<file path="config.mk">
export PLATFORM = sky130hd
export DESIGN_NAME = scdp_ctrl
export DESIGN_NICKNAME = d
export VERILOG_FILES = /design/src/rtl/scdp_pkg.sv /design/src/rtl/scdp_ctrl.sv
export SDC_FILE = /design/constraint.sdc
export NUM_CORES = 1
export LEC_CHECK = 0
export ABC_AREA = 1
export BUFFER_PORTS_ARGS = -buffer_cell sky130_fd_sc_hd__buf_2
export CORE_MARGIN = 2
export CORE_UTILIZATION = 50
export DETAILED_ROUTE_END_ITERATION = 8
export GPL_ROUTABILITY_DRIVEN = 1
export PLACE_DENSITY = 0.88
export SETUP_SLACK_MARGIN = 0.4
export SLEW_MARGIN = 20
export SYNTH_ARGS = -nofsm -noshare
export SYNTH_HDL_FRONTEND = slang
export SYNTH_SLANG_ARGS = --single-unit
</file>
<file path="constraint.sdc">
create_clock -name i_clk -period 2.8 [get_ports i_clk]
set_input_delay 0.28 -clock i_clk [delete_from_list [all_inputs] [get_ports i_clk]]
set_output_delay 0.28 -clock i_clk [all_outputs]
set_load 0.1 [all_outputs]
</file>
<file path="src/rtl/scdp_pkg.sv">
`timescale 1ns / 1ps
// Shared types and constants for the sampled column dot product core.
package scdp_pkg;

    localparam logic [1:0] ACT_WR_U  = 2'd0;
    localparam logic [1:0] ACT_WR_V  = 2'd1;
    localparam logic [1:0] ACT_QUERY = 2'd2;

    localparam int DOT_W   = 64;
    localparam int ELEM_W  = 32;
    localparam int RANK_W  = 6;
    localparam logic [RANK_W-1:0] RANK_RESET = 6'd32;

    localparam logic signed [DOT_W-1:0] DOT_MAX = 64'sh7FFF_FFFF_FFFF_FFFF;
    localparam logic signed [DOT_W-1:0] DOT_MIN = 64'sh8000_0000_0000_0000;

    typedef struct packed {
        logic [1:0]               action;
        logic [9:0]               col_a;
        logic [9:0]               col_b;
        logic [4:0]               element_index;
        logic signed [ELEM_W-1:0] value;
    } t_item;

    typedef struct packed {
        logic signed [DOT_W-1:0] dot_product;
        logic                    saturated;
        logic                    index_error;
    } t_result;

    // controller -> datapath
    typedef struct packed {
        logic wr_u;
        logic wr_v;
        logic query_start;
        logic acc_clr;
        logic rd_en;
        logic ld_err;
        logic ld_sum;
    } t_cmd;

    // datapath -> controller
    typedef struct packed {
        logic wr_err;
        logic q_err;
        logic pipe_busy;
    } t_sts;

endpackage

</file>
<file path="src/rtl/scdp_ctrl.sv">
`timescale 1ns / 1ps
// Controller: item decode, row sequencing, rank register and result strobe.
module scdp_ctrl
    import scdp_pkg::*;
#(
    parameter int MAX_RANK = 32,
    parameter int ROW_W    = (MAX_RANK > 1) ? $clog2(MAX_RANK) : 1
) (
    input  logic              i_clk,
    input  logic              i_rst_n,
    input  logic              i_start,
    input  logic [1:0]        i_action,
    input  logic              i_cfg_we,
    input  logic [RANK_W-1:0] i_cfg_wdata,
    input  t_sts              i_sts,
    output t_cmd              o_cmd,
    output logic [ROW_W-1:0]  o_rd_row,
    output logic              o_busy,
    output logic              o_strobe
);

    localparam int CNT_W = $clog2(MAX_RANK + 1);

    typedef enum logic [1:0] {
        S_IDLE,
        S_READ,
        S_DRAIN
    } t_state;

    t_state            r_state, n_state;
    logic [CNT_W-1:0]  r_k, n_k;
    logic [RANK_W-1:0] r_rank;
    logic              r_busy, r_strobe;
    logic [CNT_W-1:0]  rank_eff;
    logic              accept;
    t_cmd              cmd;

    // rank above MAX_RANK is clamped
    assign rank_eff = (32'(r_rank) > MAX_RANK) ? CNT_W'(MAX_RANK) : CNT_W'(r_rank);
    assign accept   = i_start && !r_busy;

    always_comb begin
        cmd     = '0;
        n_state = r_state;
        n_k     = r_k;
        unique case (r_state)
            S_IDLE: begin
                if (accept) begin
                    unique case (i_action)
                        ACT_WR_U: begin
                            if (i_sts.wr_err) cmd.ld_err = 1'b1;
                            else              cmd.wr_u   = 1'b1;
                        end
                        ACT_WR_V: begin
                            if (i_sts.wr_err) cmd.ld_err = 1'b1;
                            else              cmd.wr_v   = 1'b1;
                        end
                        ACT_QUERY: begin
                            if (i_sts.q_err) begin
                                cmd.ld_err = 1'b1;
                            end else begin
                                cmd.query_start = 1'b1;
                                cmd.acc_clr     = 1'b1;
                                n_k             = '0;
                                n_state         = S_READ;
                            end
                        end
                        default: ;  // undefined action: dropped
                    endcase
                end
            end
            S_READ: begin
                if (r_k < rank_eff) begin
                    cmd.rd_en = 1'b1;
                    n_k       = r_k + 1'b1;
                end else begin
                    n_state = S_DRAIN;
                end
            end
            S_DRAIN: begin
                if (!i_sts.pipe_busy) begin
                    cmd.ld_sum = 1'b1;
                    n_state    = S_IDLE;
                end
            end
            default: n_state = S_IDLE;
        endcase
    end

    always_ff @(posedge i_clk) begin
        if (!i_rst_n) begin
            r_state  <= S_IDLE;
            r_k      <= '0;
            r_rank   <= RANK_RESET;
            r_busy   <= 1'b0;
            r_strobe <= 1'b0;
        end else begin
            r_state  <= n_state;
            r_k      <= n_k;
            r_busy   <= (n_state != S_IDLE);
            r_strobe <= cmd.ld_err || cmd.ld_sum;
            if (i_cfg_we) begin
                r_rank <= i_cfg_wdata;
            end
        end
    end

    assign o_cmd    = cmd;
    assign o_rd_row = r_k[ROW_W-1:0];
    assign o_busy   = r_busy;
    assign o_strobe = r_strobe;

endmodule

</file>
* After elaboration in Yosys (flattened, before gate mapping)
Cells that the tools add are included.
** Word-level totals
- Register bits after elaboration :: 16
- Input port bits :: 15
- Output and inout port bits :: 14
- Logic and storage cells :: 53
** Cells by class
- $add $sub $neg :: 1
- $lt $le $gt $ge :: 2
- Eq/ne operators :: 8
- Muxes and demuxes :: 28
- Reductions and logical operators :: 9
** Operators with widths (number)
- 2-to-1 mux 6 bit :: 5
- 2-to-1 mux 2 bit :: 7
- case mux 6 bit (2 select lines) :: 1
- 2-to-1 mux 1 bit :: 11
- 2-to-1 mux 4 bit :: 2
- adder 6 x 1 -> 6 bit (second input constant) :: 1
- greater-than comparator 6 bit (second input constant) :: 1
- < comparator 6 bit :: 1
- != test 2 bit (second input constant) :: 3
- case mux 2 bit (3 select lines) :: 1
- AND reduction 5 bit :: 1
- == test 2 x 1 -> 1 bit (second input constant) :: 2
- == test 2 bit (second input constant) :: 2
- zero test 2 bit :: 2
- nonzero test 2 bit :: 2
- != test 2 x 1 -> 1 bit (second input constant) :: 1
- case mux 1 bit (2 select lines) :: 1
- OR reduction 2 bit :: 1
- logical AND 1 bit :: 1
- zero test 1 bit :: 1
- logical OR 1 bit :: 1

* Logic depth before layout (Yosys ltp)
- Word-level depth :: 6
- Gate-level depth with buffers :: 11

* Least setup slack after synthesis
No wires, ideal clock.
- Kind :: register -> output
- From :: register r_busy, in the netlist o_busy
- To :: output port o_cmd[5] in the netlist's numbering
- Arrival :: 2972 ps
- Data required time :: 2520 ps
- Setup slack :: -452 ps
- Stages on the path, launching flop included :: 4
- Cells stage by stage :: dfxtp_1 -> nor2_1 -> nand2_1 -> nor3_1
** RTL lines
- from (decl) :: line scdp_ctrl.sv:33 : logic r_busy, r_strobe;
- from (signal assigned) :: line scdp_ctrl.sv:100 : r_busy <= (n_state != S_IDLE);
- to (decl) :: line scdp_ctrl.sv:16 : output t_cmd o_cmd,

==> summary.txt <==
Status
  • Outcome: complete, no violations

Timing
  • Crit share post-route: 0.812
  • Final min period: 2.27 ns
  • Actual slew at the worst max-slew pin: 0.490 ns
  • Unrepaired setup endpoints after global routing: false
  • Final-report setup violation count: 0
  • Setup TNS: 0 ns
  • Max Slew Vio Count: 0
  • Setup Skew: 0.00172 ns
  • F_max: 440 MHz
  • Final Hold Viols: 0
  • Slew margin rel.: 0.676

Floorplanning
  • # IOs: 29
  • Rows: 16
  • Die Ht: 48.3 um
  • Die W: 48.3 um
  • Core area: 1900 um2
  • Die ar.: 2330 um2
  • Starting Density: 0.516

Global routing
  • First-pass GRT wire length: 3610 um
  • Vias in the first global route: 921
  • Largest net degree at the start of global routing: 13
  • Total track usage: 0.193
  • GR Overflow Total: 0
  • Initial antenna violation count: 0

Placement
  • # port buffers: 28
  • Dpl hpwl: 1610 um
  • RePlAce Congestion: 0.770
  • Placed Cells: 189

Critical path
  • Top Family by Delay on Critical Path: simple AND/OR/NAND/NOR gates
  • Crit path largest cell delay: 0.34 ns
  • Max Fanout on Critical Path: 12
  • CP Buf/Inv Count: 3
  • CP Launch Type: register
  • Critical Path AT: 1.99 ns
  • CP max-delay cell: dfxtp_1
  • Critical path class: reg -> out
  • Reg2reg setup slack: 1.09 ns
  • WP data required: 2.52 ns
  • Crit path capture type: output port
  • CP Cell Sequence: inv_2 -> nand2_1 -> ha_1 -> a21oi_1 -> nor2_1 -> nor2_4 -> nand3_4 -> inv_1 -> buf_8

Layout
  • Layout cells sized above 1: 0.253
  • Antenna cells: 0
  • Most common cell after layout, fill and taps aside: buf_2
  • Commonest cells after routing, fill and taps aside: 27 x buf_2, 25 x nor2_1, 24 x nand2_1
  • Filler-free cell count of the finished design: 193
  • Area grow syn2layout: 16.1%
  • Fillers: 178
  • Layout Nets: 188

Route
  • Via count: 980
  • ANT nets after route: 0
  • DR WL/cell: 11.2 um
  • Via density: 5.08
  • Initial DRC Count: 39
  • Drt pass-1 iters: 4
  • Routed WL: 2150 um
  • DRC viols: 0

Logic synthesis
  • Top cells by area, synth: dfxtp_1 33%, nor2_1 9.6%, nand2_1 9.2%, ha_1 7.6%, inv_1 7.6%
  • Post-synth top area share: 0.326
  • Syn_area_per_cell: 6.87 um2
  • Post-Synthesis Cell Area: 982 um2
  • Largest area contributor in the netlist: dfxtp_1
  • Yosys warns: 0
  • Synth cell types: 21
  • Syn nets: 164
  • Post-synthesis cell count: 143
  • Seq cells post-synth: 16
  • Sequential area share after synthesis: 0.326

Clock network
  • Clock Latency Late Sink: 0.29 ns
  • Clk slew on worst S/H paths: 0.10 ns
  • CTS root buf: clkbuf_4
  • CTS tree: done
  • Total CTS buffers: 3
  • Clk sink count: 16
  • Setup repair bufs after CTS: 0
  • Hold Buf Count CTS: 0
  • Post-CTS Resized: 2
  • Longest Clk Path Bufs: 2
  • H-tree levels: 1

Worst hold path
  • Min-delay worst type: in -> reg

Power
  • Pwr dens: 482 nW/um2
  • VDD IR max: 341 uV
  • Leakage: 0.000603 uW

Flow run
  • # Max-Cap Violations: 0
-- flip-flops by register name, summed over array words and instances (netlist names) --
register and cells:
o_busy 1, o_strobe 1, r_k 6, r_rank 6, r_state 2
-- routing by layer --
layer,GRT usage,wire [um],up-vias
met5,0,0,-
met4,0.124,26,0
met3,0.0247,94,3
met2,0.338,1110,31
met1,0.220,925,450
li1,-,-,496
-- cells in the mapped netlist --
master and count:
a21o_1 1, a21oi_1 12, buf_4 7, buf_6 2, dfxtp_1 16, ha_1 6
inv_1 20, inv_2 1, nand2_1 24, nand2_2 1, nand3_1 9, nand3_2 1
nand4_1 2, nand4_2 1, nor2_1 25, nor2_2 1, nor2_4 2, nor3_1 2
o211ai_1 1, o21ai_0 8, xor2_1 1
-- worst register-to-register path, delay by kind of cell, from the launching register on --
kind,cells,cell delay (ns)
AOI/OAI and AO/OA,2,0.36
adders and majority gates,1,0.29
DFF,1,0.34
buffers and inverters,1,0.09
and+or+nand+nor,5,0.53
-- layout make-up --
class / count / area [um2] / share of cell area
inverter: 21 / 82.6 / 0.0724
clock buffer: 4 / 36.3 / 0.0318
tap: 27 / 33.8 / 0.0296
timing repair buffer: 28 / 150 / 0.132
sequential: 16 / 322 / 0.282
multi-input combinational: 97 / 515 / 0.452
-- where the power goes --
| part | internal, uW | switching, uW |
|---|---|---|
| clock network | 79.3 | 77.5 |
| logic | 35.8 | 109 |
| registers | 239 | 8.33 |
| total | 355 | 195 |
-- path summary, 6_finish.rpt --
check,startpoint,end,cells past startpoint
min reg2reg,r_rank[0],r_rank[0],2
min,i_cfg_wdata[2],r_rank[2],3
max reg2reg,r_rank[5],r_k[5],9
max,r_rank[5],o_cmd[2],9
-- through the flow --
step                       util  cell area (um2)  power [uW]  hold slack, ns  setup slack [ns]
after global placement    0.571             1090         387           0.468             0.686
after floorplan               -              987         368           0.394            -0.239
final                     0.599             1140         550           0.201             0.525
after CTS                 0.593             1130         549           0.203             0.418
after global routing      0.599             1140         575           0.211             0.441
after detailed placement  0.571             1090         393           0.468             0.593
-- cell families after synthesis --
family	count (synthesis)	share of synthesized area
compound gates	22	0.117
xor+xnor	1	0.00892
fa+ha+maj	6	0.0764
buf+inv	30	0.157
flops	16	0.326
simple gates	68	0.315
Note: power is estimated with default switching activity, not from simulation.
